==> config.mk <==
export PLATFORM = sky130hd
export DESIGN_NAME = solar_differential_pump_control
export DESIGN_NICKNAME = d
export VERILOG_FILES = /design/src/hdl/sdpc_pkg.sv /design/src/hdl/sdpc_eval.sv /design/src/hdl/sdpc_mul.sv /design/src/hdl/solar_differential_pump_control.sv
export SDC_FILE = /design/constraint.sdc
export NUM_CORES = 2
export LEC_CHECK = 0
export BUFFER_PORTS_ARGS = -buffer_cell sky130_fd_sc_hd__buf_2
export CORE_MARGIN = 2
export CORE_UTILIZATION = 35
export DETAILED_ROUTE_END_ITERATION = 6
export PLACE_DENSITY = 0.49
export SKIP_CTS_REPAIR_TIMING = 1
export SLEW_MARGIN = 20
export SYNTH_ARGS = -nofsm -noshare
export SYNTH_HDL_FRONTEND = slang
export SYNTH_HIERARCHICAL = 1
export SYNTH_SLANG_ARGS = --single-unit
export TNS_END_PERCENT = 5
==> constraint.sdc <==
create_clock -name clk -period 15.9 [get_ports clk]
set_clock_uncertainty 0.15 [all_clocks]
set_input_delay 2.385 -clock clk [delete_from_list [all_inputs] [get_ports clk]]
set_output_delay 2.385 -clock clk [all_outputs]
set_load 0.05 [all_outputs]
==> src/hdl/sdpc_pkg.sv <==
package sdpc_pkg;

  localparam int TEMP_W  = 13;
  localparam int CNT_W   = 63;
  localparam int MUL_W   = 25;
  localparam int PROD_W  = 2 * MUL_W;
  localparam int CFG_IDX_W = 3;
  localparam int CFG_DATA_W = 12;

  localparam logic [8:0]        HEAT_FACTOR  = 9'd419;
  localparam logic signed [13:0] STORE_MARGIN = 14'sd50;
  localparam logic [CNT_W-1:0]  CNT_MAX      = {CNT_W{1'b1}};

  localparam logic [CFG_IDX_W-1:0] CFG_SOLAR_EN  = 3'd0;
  localparam logic [CFG_IDX_W-1:0] CFG_BUFFER_EN = 3'd1;
  localparam logic [CFG_IDX_W-1:0] CFG_DIFF_ON   = 3'd2;
  localparam logic [CFG_IDX_W-1:0] CFG_DIFF_OFF  = 3'd3;
  localparam logic [CFG_IDX_W-1:0] CFG_COLL_LIM  = 3'd4;
  localparam logic [CFG_IDX_W-1:0] CFG_STORE_LIM = 3'd5;
  localparam logic [CFG_IDX_W-1:0] CFG_FLOW      = 3'd6;

  // counter slots
  localparam logic [1:0] SLOT_DAY   = 2'd0;
  localparam logic [1:0] SLOT_MONTH = 2'd1;
  localparam logic [1:0] SLOT_YEAR  = 2'd2;
  localparam logic [1:0] SLOT_TOTAL = 2'd3;

  typedef enum logic [2:0] {
    ST_IDLE,
    ST_EVAL,
    ST_MUL_A,
    ST_MUL_B,
    ST_MUL_C,
    ST_ADD,
    ST_DATE,
    ST_FIN
  } state_t;

  typedef struct packed {
    logic              fault;
    logic              protect;
    logic              want;
    logic              gain;
    logic [TEMP_W-1:0] diff_mag;
  } eval_t;

endpackage

==> src/hdl/sdpc_eval.sv <==
module sdpc_eval
  import sdpc_pkg::*;
(
  input  logic signed [TEMP_W-1:0] coll_temp,
  input  logic                     coll_ok,
  input  logic signed [TEMP_W-1:0] buf_temp,
  input  logic                     buf_ok,
  input  logic signed [TEMP_W-1:0] dhw_temp,
  input  logic                     dhw_ok,
  input  logic                     buffer_en,
  input  logic [8:0]               diff_on,
  input  logic signed [9:0]        diff_off,
  input  logic [11:0]              coll_limit,
  input  logic [10:0]              store_limit,
  input  logic                     pump_state,
  output eval_t                    res
);

  logic                     use_buf;
  logic                     store_ok;
  logic signed [TEMP_W-1:0] store;
  logic signed [13:0]       coll_x;
  logic signed [13:0]       store_x;
  logic signed [13:0]       diff;
  logic signed [13:0]       on_x;
  logic signed [13:0]       off_x;
  logic signed [13:0]       clim_x;
  logic signed [13:0]       slim_x;
  logic signed [13:0]       slim_m;
  logic                     protect;
  logic                     want;

  always_comb begin
    use_buf  = buffer_en && buf_ok;
    store    = use_buf ? buf_temp : dhw_temp;
    store_ok = use_buf || dhw_ok;
    coll_x   = {coll_temp[TEMP_W-1], coll_temp};
    store_x  = {store[TEMP_W-1], store};
    diff     = coll_x - store_x;
    on_x     = {5'b0, diff_on};
    off_x    = {{4{diff_off[9]}}, diff_off};
    clim_x   = {2'b0, coll_limit};
    slim_x   = {3'b0, store_limit};
    slim_m   = slim_x + STORE_MARGIN;
    protect  = coll_x >= clim_x;
    want     = pump_state;
    if (diff >= on_x) begin
      want = 1'b1;
    end
    if (diff <= off_x) begin
      want = 1'b0;
    end
    if (store_x >= slim_x && !protect) begin
      want = 1'b0;
    end
    if (protect && store_x < slim_m) begin
      want = 1'b1;
    end
    res.fault    = !coll_ok || !store_ok;
    res.protect  = protect;
    res.want     = want;
    res.gain     = want && (diff > 14'sd0);
    res.diff_mag = diff[TEMP_W-1:0];
  end

endmodule

==> src/hdl/sdpc_mul.sv <==
module sdpc_mul
  import sdpc_pkg::*;
(
  input  logic [MUL_W-1:0]  op_a,
  input  logic [MUL_W-1:0]  op_b,
  output logic [PROD_W-1:0] prod
);

  assign prod = PROD_W'(op_a) * PROD_W'(op_b);

endmodule

==> src/hdl/solar_differential_pump_control.sv <==
// Sequence: EVAL, then FIN when disabled or faulted; EVAL, DATE, FIN without energy gain;
// with gain EVAL, MUL_A, MUL_B, MUL_C (three passes through one 25x25 multiplier), ADD
// four times (one 63-bit saturating adder), DATE, FIN. in_stall holds new requests until
// FIN loads the result; the next request may enter while a result waits on out_stall.
// Reset (synchronous, rst_n low): counters, date marks and pump state cleared,
// registers back to defaults, no result pending.
module solar_differential_pump_control
  import sdpc_pkg::*;
(
  input  logic                     clk,
  input  logic                     rst_n,
  input  logic                     cfg_we,
  input  logic [CFG_IDX_W-1:0]     cfg_index,
  input  logic [CFG_DATA_W-1:0]    cfg_data,
  input  logic                     in_valid,
  output logic                     in_stall,
  input  logic signed [TEMP_W-1:0] in_collector_temp,
  input  logic                     in_collector_valid,
  input  logic signed [TEMP_W-1:0] in_buffer_bottom_temp,
  input  logic                     in_buffer_valid,
  input  logic signed [TEMP_W-1:0] in_dhw_temp,
  input  logic                     in_dhw_valid,
  input  logic [15:0]              in_elapsed_ms,
  input  logic [8:0]               in_day_of_year,
  input  logic [3:0]               in_month_index,
  input  logic [7:0]               in_year_index,
  output logic                     out_valid,
  input  logic                     out_stall,
  output logic                     out_pump_on,
  output logic                     out_collector_over_max,
  output logic                     out_sensor_fault,
  output logic [CNT_W-1:0]         out_yield_today,
  output logic [CNT_W-1:0]         out_yield_this_month,
  output logic [CNT_W-1:0]         out_yield_this_year,
  output logic [CNT_W-1:0]         out_yield_overall
);

  state_t state_r, state_nxt;

  logic              solar_en_r, buffer_en_r;
  logic [8:0]        diff_on_r;
  logic signed [9:0] diff_off_r;
  logic [11:0]       coll_lim_r;
  logic [10:0]       store_lim_r;
  logic [9:0]        flow_r;

  logic signed [TEMP_W-1:0] coll_r, buf_r, dhw_r;
  logic                     coll_ok_r, buf_ok_r, dhw_ok_r;
  logic [15:0]              ms_r;
  logic [8:0]               day_r;
  logic [3:0]               mon_r;
  logic [7:0]               yr_r;

  logic              pump_state_r, pump_state_nxt;
  logic [CNT_W-1:0]  en_r [4];
  logic [CNT_W-1:0]  en_nxt [4];
  logic [8:0]        last_day_r, last_day_nxt;
  logic [3:0]        last_mon_r, last_mon_nxt;
  logic [7:0]        last_yr_r, last_yr_nxt;
  logic [1:0]        slot_r, slot_nxt;

  logic              res_pump_r, res_pump_nxt;
  logic              res_prot_r, res_prot_nxt;
  logic              res_fault_r, res_fault_nxt;
  logic [TEMP_W-1:0] diff_r, diff_nxt;
  logic [MUL_W-1:0]  op_r, op_nxt;
  logic [PROD_W-1:0] e_r, e_nxt;

  logic              out_valid_r, out_valid_nxt;
  logic              out_load;

  logic              accept;
  eval_t             ev;
  logic [MUL_W-1:0]  mul_a, mul_b;
  logic [PROD_W-1:0] mul_p;
  logic [CNT_W:0]    sum;

  assign accept   = in_valid && !in_stall;
  assign in_stall = (state_r != ST_IDLE);

  sdpc_eval u_eval (
    .coll_temp   (coll_r),
    .coll_ok     (coll_ok_r),
    .buf_temp    (buf_r),
    .buf_ok      (buf_ok_r),
    .dhw_temp    (dhw_r),
    .dhw_ok      (dhw_ok_r),
    .buffer_en   (buffer_en_r),
    .diff_on     (diff_on_r),
    .diff_off    (diff_off_r),
    .coll_limit  (coll_lim_r),
    .store_limit (store_lim_r),
    .pump_state  (pump_state_r),
    .res         (ev)
  );

  sdpc_mul u_mul (
    .op_a (mul_a),
    .op_b (mul_b),
    .prod (mul_p)
  );

  assign sum = {1'b0, en_r[slot_r]} + (CNT_W + 1)'(e_r);

  always_comb begin
    state_nxt      = state_r;
    pump_state_nxt = pump_state_r;
    for (int i = 0; i < 4; i++) begin
      en_nxt[i] = en_r[i];
    end
    last_day_nxt  = last_day_r;
    last_mon_nxt  = last_mon_r;
    last_yr_nxt   = last_yr_r;
    slot_nxt      = slot_r;
    res_pump_nxt  = res_pump_r;
    res_prot_nxt  = res_prot_r;
    res_fault_nxt = res_fault_r;
    diff_nxt      = diff_r;
    op_nxt        = op_r;
    e_nxt         = e_r;
    mul_a         = MUL_W'(ms_r);
    mul_b         = MUL_W'(HEAT_FACTOR);
    out_load      = 1'b0;
    out_valid_nxt = out_valid_r && out_stall;

    unique case (state_r)
      ST_IDLE: begin
        if (accept) begin
          state_nxt = ST_EVAL;
        end
      end
      ST_EVAL: begin
        res_pump_nxt  = 1'b0;
        res_prot_nxt  = 1'b0;
        res_fault_nxt = 1'b0;
        diff_nxt      = ev.diff_mag;
        slot_nxt      = SLOT_DAY;
        if (!solar_en_r) begin
          state_nxt = ST_FIN;
        end else if (ev.fault) begin
          res_fault_nxt  = 1'b1;
          pump_state_nxt = 1'b0;
          state_nxt      = ST_FIN;
        end else begin
          res_pump_nxt   = ev.want;
          res_prot_nxt   = ev.protect;
          pump_state_nxt = ev.want;
          state_nxt      = ev.gain ? ST_MUL_A : ST_DATE;
        end
      end
      ST_MUL_A: begin
        op_nxt    = mul_p[MUL_W-1:0];
        state_nxt = ST_MUL_B;
      end
      ST_MUL_B: begin
        mul_a     = MUL_W'(flow_r);
        mul_b     = MUL_W'(diff_r);
        e_nxt     = mul_p;
        state_nxt = ST_MUL_C;
      end
      ST_MUL_C: begin
        mul_a     = op_r;
        mul_b     = e_r[MUL_W-1:0];
        e_nxt     = mul_p;
        state_nxt = ST_ADD;
      end
      ST_ADD: begin
        en_nxt[slot_r] = sum[CNT_W] ? CNT_MAX : sum[CNT_W-1:0];
        slot_nxt       = slot_r + 2'd1;
        if (slot_r == SLOT_TOTAL) begin
          state_nxt = ST_DATE;
        end
      end
      ST_DATE: begin
        if (last_day_r != day_r) begin
          last_day_nxt     = day_r;
          en_nxt[SLOT_DAY] = '0;
        end
        if (last_mon_r != mon_r) begin
          last_mon_nxt       = mon_r;
          en_nxt[SLOT_MONTH] = '0;
        end
        if (last_yr_r != yr_r) begin
          last_yr_nxt       = yr_r;
          en_nxt[SLOT_YEAR] = '0;
        end
        state_nxt = ST_FIN;
      end
      ST_FIN: begin
        if (!out_valid_r || !out_stall) begin
          out_load      = 1'b1;
          out_valid_nxt = 1'b1;
          state_nxt     = ST_IDLE;
        end
      end
      default: begin
        state_nxt = ST_IDLE;
      end
    endcase
  end

  always_ff @(posedge clk) begin
    if (!rst_n) begin
      state_r      <= ST_IDLE;
      solar_en_r   <= 1'b0;
      buffer_en_r  <= 1'b0;
      diff_on_r    <= 9'd60;
      diff_off_r   <= 10'sd30;
      coll_lim_r   <= 12'd1200;
      store_lim_r  <= 11'd800;
      flow_r       <= 10'd50;
      pump_state_r <= 1'b0;
      for (int i = 0; i < 4; i++) begin
        en_r[i] <= '0;
      end
      last_day_r  <= '0;
      last_mon_r  <= '0;
      last_yr_r   <= '0;
      slot_r      <= SLOT_DAY;
      out_valid_r <= 1'b0;
    end else begin
      state_r      <= state_nxt;
      pump_state_r <= pump_state_nxt;
      for (int i = 0; i < 4; i++) begin
        en_r[i] <= en_nxt[i];
      end
      last_day_r  <= last_day_nxt;
      last_mon_r  <= last_mon_nxt;
      last_yr_r   <= last_yr_nxt;
      slot_r      <= slot_nxt;
      out_valid_r <= out_valid_nxt;
      if (cfg_we) begin
        unique case (cfg_index)
          CFG_SOLAR_EN:  solar_en_r  <= cfg_data[0];
          CFG_BUFFER_EN: buffer_en_r <= cfg_data[0];
          CFG_DIFF_ON:   diff_on_r   <= cfg_data[8:0];
          CFG_DIFF_OFF:  diff_off_r  <= cfg_data[9:0];
          CFG_COLL_LIM:  coll_lim_r  <= cfg_data[11:0];
          CFG_STORE_LIM: store_lim_r <= cfg_data[10:0];
          CFG_FLOW:      flow_r      <= cfg_data[9:0];
          default: ;
        endcase
      end
    end
  end

  always_ff @(posedge clk) begin
    if (accept) begin
      coll_r    <= in_collector_temp;
      coll_ok_r <= in_collector_valid;
      buf_r     <= in_buffer_bottom_temp;
      buf_ok_r  <= in_buffer_valid;
      dhw_r     <= in_dhw_temp;
      dhw_ok_r  <= in_dhw_valid;
      ms_r      <= in_elapsed_ms;
      day_r     <= in_day_of_year;
      mon_r     <= in_month_index;
      yr_r      <= in_year_index;
    end
    res_pump_r  <= res_pump_nxt;
    res_prot_r  <= res_prot_nxt;
    res_fault_r <= res_fault_nxt;
    diff_r      <= diff_nxt;
    op_r        <= op_nxt;
    e_r         <= e_nxt;
    if (out_load) begin
      out_pump_on            <= res_pump_r;
      out_collector_over_max <= res_prot_r;
      out_sensor_fault       <= res_fault_r;
      out_yield_today        <= en_r[SLOT_DAY];
      out_yield_this_month   <= en_r[SLOT_MONTH];
      out_yield_this_year    <= en_r[SLOT_YEAR];
      out_yield_overall      <= en_r[SLOT_TOTAL];
    end
  end

  assign out_valid = out_valid_r;

endmodule

==> flow_metrics.py <==
metrics = {
    "outcome": {
        "status": "finished, final reports clean",
    },
    "layout": {
        "drive_gt1_frac": 0.135,
        "finalNetCount": 6372,
        "area_delta_synth_final_pct": 12.5,
        "diodes": 0,
    },
    "synth": {
        "synth-edff-count": 425,
        "async_flop_share": 0,
        "syn_nets": 6125,
        "postSynthCellCount": 5195,
        "syn-cell-area_um2": 53800,
        "yosys_warnings": 6,
        "yosysMostFrequentCell": "nand2_1",
        "synth-seq-cells": 761,
        "synth_area_per_cell_um2": 10.4,
        "yosys.area.top_type": "edfxtp_1",
        "ys_types": 112,
        "seq_area_frac_synth": 0.362,
        "synthTopCellsByArea": "edfxtp_1 (24%), fa_1 (20%), dfxtp_1 (13%)",
        "synth_common_cells": "nand2_1 (688), inv_1 (672), fa_1 (528)",
        "synth.top_cell.area_share": 0.237,
        "synth-main-ff-cell": "edfxtp_1",
    },
    "timing": {
        "fin_setup_tns_ps": 0,
        "final.period_utilization": 0.583,
        "fmax_ghz": 0.108,
        "finalHoldViolCount": 0,
        "period_needed_ps": 9280,
        "worst_pin_slew_ps": 1130,
        "rsz0062_at_grt": "no",
        "drv_slew": 0,
        "final-setup-viol-count": 0,
        "relSlewSlack": 0.248,
    },
    "placed_design": {
        "post-dp-hpwl_um": 125000,
        "port_buffers": 355,
        "gp_congestion": 0.872,
    },
    "worst_setup_path": {
        "r2r_cells": 32,
        "endpoint_kind": "flip-flop",
        "cp.depth": 32,
        "r2r_start": "state_r[0]$_SDFFE_PN0P_",
        "slowest_stage": "nor2_2",
        "start_kind": "flip-flop",
        "r2r_slack_ps": 6620,
        "cpPeakStageDelay_ps": 600,
        "crit_family": "adder cells",
        "cp.arrival_ps": 9560,
        "path_class": "reg2reg",
        "cp_max_fo": 27,
        "regToRegEndpoint": "e_r[48]$_DFFE_PP_",
        "crit_buf_inv": 10,
        "crit_path_start": "state_r[0]$_SDFFE_PN0P_",
        "worst_ep_required_time_ps": 16190,
        "cp_common_cell": "inv_1",
    },
    "drt": {
        "viasPerCell": 5.20,
        "drtAntennaViolNets": 0,
        "wl_met2_um": 81300,
        "num_vias": 39300,
        "wl_met1_um": 78400,
        "first_pass_iters": 6,
        "first_iter_violations": 2879,
        "route.met3.wl_um": 9840,
        "maxUsedRoutingLayer": "met5",
        "wl_um": 173000,
        "drc": 0,
        "wl_per_cell_um": 22.9,
    },
    "die": {
        "rows": 143,
        "dieArea_um2": 157000,
        "fp.dieW_um": 396,
        "io_pins": 356,
        "start_util": 0.353,
        "fp.coreArea_um2": 152000,
        "die_h_um": 396,
    },
    "global_route": {
        "grt_pass1_vias": 40100,
        "track_usage": 0.219,
        "overflow": 0,
        "antenna_found_initial": 11,
        "grt_pass1_wl_um": 260000,
        "grt_max_degree": 96,
    },
    "clock_network": {
        "clock-sinks": 761,
        "cts_made_buffers": 85,
        "h-tree-depth": 3,
        "clk_latency_ps": 700,
        "cts_root_buf": "clkbuf_16",
        "cts_tree": "done",
        "path_clk_slew_ps": 60,
        "clockBufferDepth": 3,
    },
    "hold_path": {
        "hold_end": "out_pump_on$_DFFE_PP_",
        "hold_class": "reg2reg",
        "min_path_cells": 0,
        "hp-start": "res_pump_r$_SDFFCE_PN0P_",
    },
    "run": {
        "drv_cap": 0,
    },
}
-- cell usage in the layout, fill, tap and decap left out, types with 12 or more instances in the layout --
master and count:
nand2_1 687, inv_1 671, fa_1 528, edfxtp_1 425, buf_2 355, and2_1 352, dfxtp_1 334, ha_1 303
a21oi_1 276, nor2_1 158, o21ai_0 150, nand3_1 123, clkbuf_16 87, xnor2_1 86, buf_4 82, mux4_2 63
a22o_1 62, xor2_1 52, a21o_1 43, and3_1 42, nand4_1 38, nor3_1 37, o21ai_1 34, a211oi_1 33
o21a_1 27, mux2i_1 22, nor2b_1 21, o21bai_1 21, a31oi_1 19, or3_1 17, clkinv_2 16, clkbuf_1 16
a221o_1 15, nand2b_1 14, a22oi_1 14, o211ai_1 14, nor2_2 13, nor4_1 12, clkinv_1 12
-- metal layers --
layer,GRT usage,up-vias
li1,-,17900
met1,0.310,19900
met2,0.360,1286
met3,0.0289,191
met4,0.0453,6
met5,0,-
-- state kept, by name, summed over array words and instances, names as in the netlist, 8 cells and up, named ones only --
signal / count
op_r: 25
out_yield_overall: 63
last_day_r: 9
buf_r: 13
coll_r: 13
diff_off_r: 10
out_yield_today: 63
diff_r: 13
out_yield_this_year: 63
day_r: 9
diff_on_r: 9
dhw_r: 13
yr_r: 8
en_r: 252
coll_lim_r: 12
store_lim_r: 11
last_yr_r: 8
flow_r: 10
ms_r: 16
out_yield_this_month: 63
e_r: 50
-- cell type report --
type                       instances  area, µm²
clock buffer                     110       2330
sequential                       761      19500
multi-input combinational       3483      30700
clock inverter                    50        563
tap                             2030       2540
inverter                         674       2530
fill                           14900      91700
timing repair buffer             437       2390
-- worst register-to-register path, delay by kind of cell (launching register included) --
kind | cells | cell delay [ps]
AOI/OAI and AO/OA | 9 | 1870
buffers and inverters | 10 | 1080
and+or+nand+nor | 3 | 1060
adders and majority gates | 9 | 4380
DFF | 1 | 380
xor gates and xnor gates | 1 | 140
-- worst max-delay path by stage --
stage | slack [ps] | to
after CTS | 6340 | e_r[48]$_DFFE_PP_
after floorplan | 170 | out_collector_over_max$_DFFE_PP_
after detailed placement | 6360 | e_r[48]$_DFFE_PP_
after global placement | 6180 | e_r[43]$_DFFE_PP_
final | 6620 | e_r[48]$_DFFE_PP_
after global routing | 6090 | e_r[45]$_DFFE_PP_
-- per-stage QoR --
step           area [µm²]  setup WS [ps]  hold WS (ps)  utilization  cells
5_1_grt             60600           6090           282        0.398   7545
3_5_place_dp        57600           6360           267        0.379   7385
6_report            60600           6620           275        0.398   7545
4_1_cts             60500           6340           278        0.398   7545
3_3_place_gp        57600           6180           257        0.379   7385
2_1_floorplan       53800            171           250            -   5195
-- cell families (layout without fill, tap and decap cells) --
family,count (synthesis),count (layout),synth area share
AO/OA/AOI/OAI,845,845,0.105
XOR/XNOR,139,139,0.0228
adder cells (fa/ha/maj),834,834,0.267
buffers and inverters,951,1271,0.0688
flip-flops,761,761,0.362
multiplexers,93,93,0.0321
AND/OR/NAND/NOR,1572,1572,0.141
Power is not shown: default switching activity piles up to over one toggle a cycle in this logic, so the estimate is an artifact.
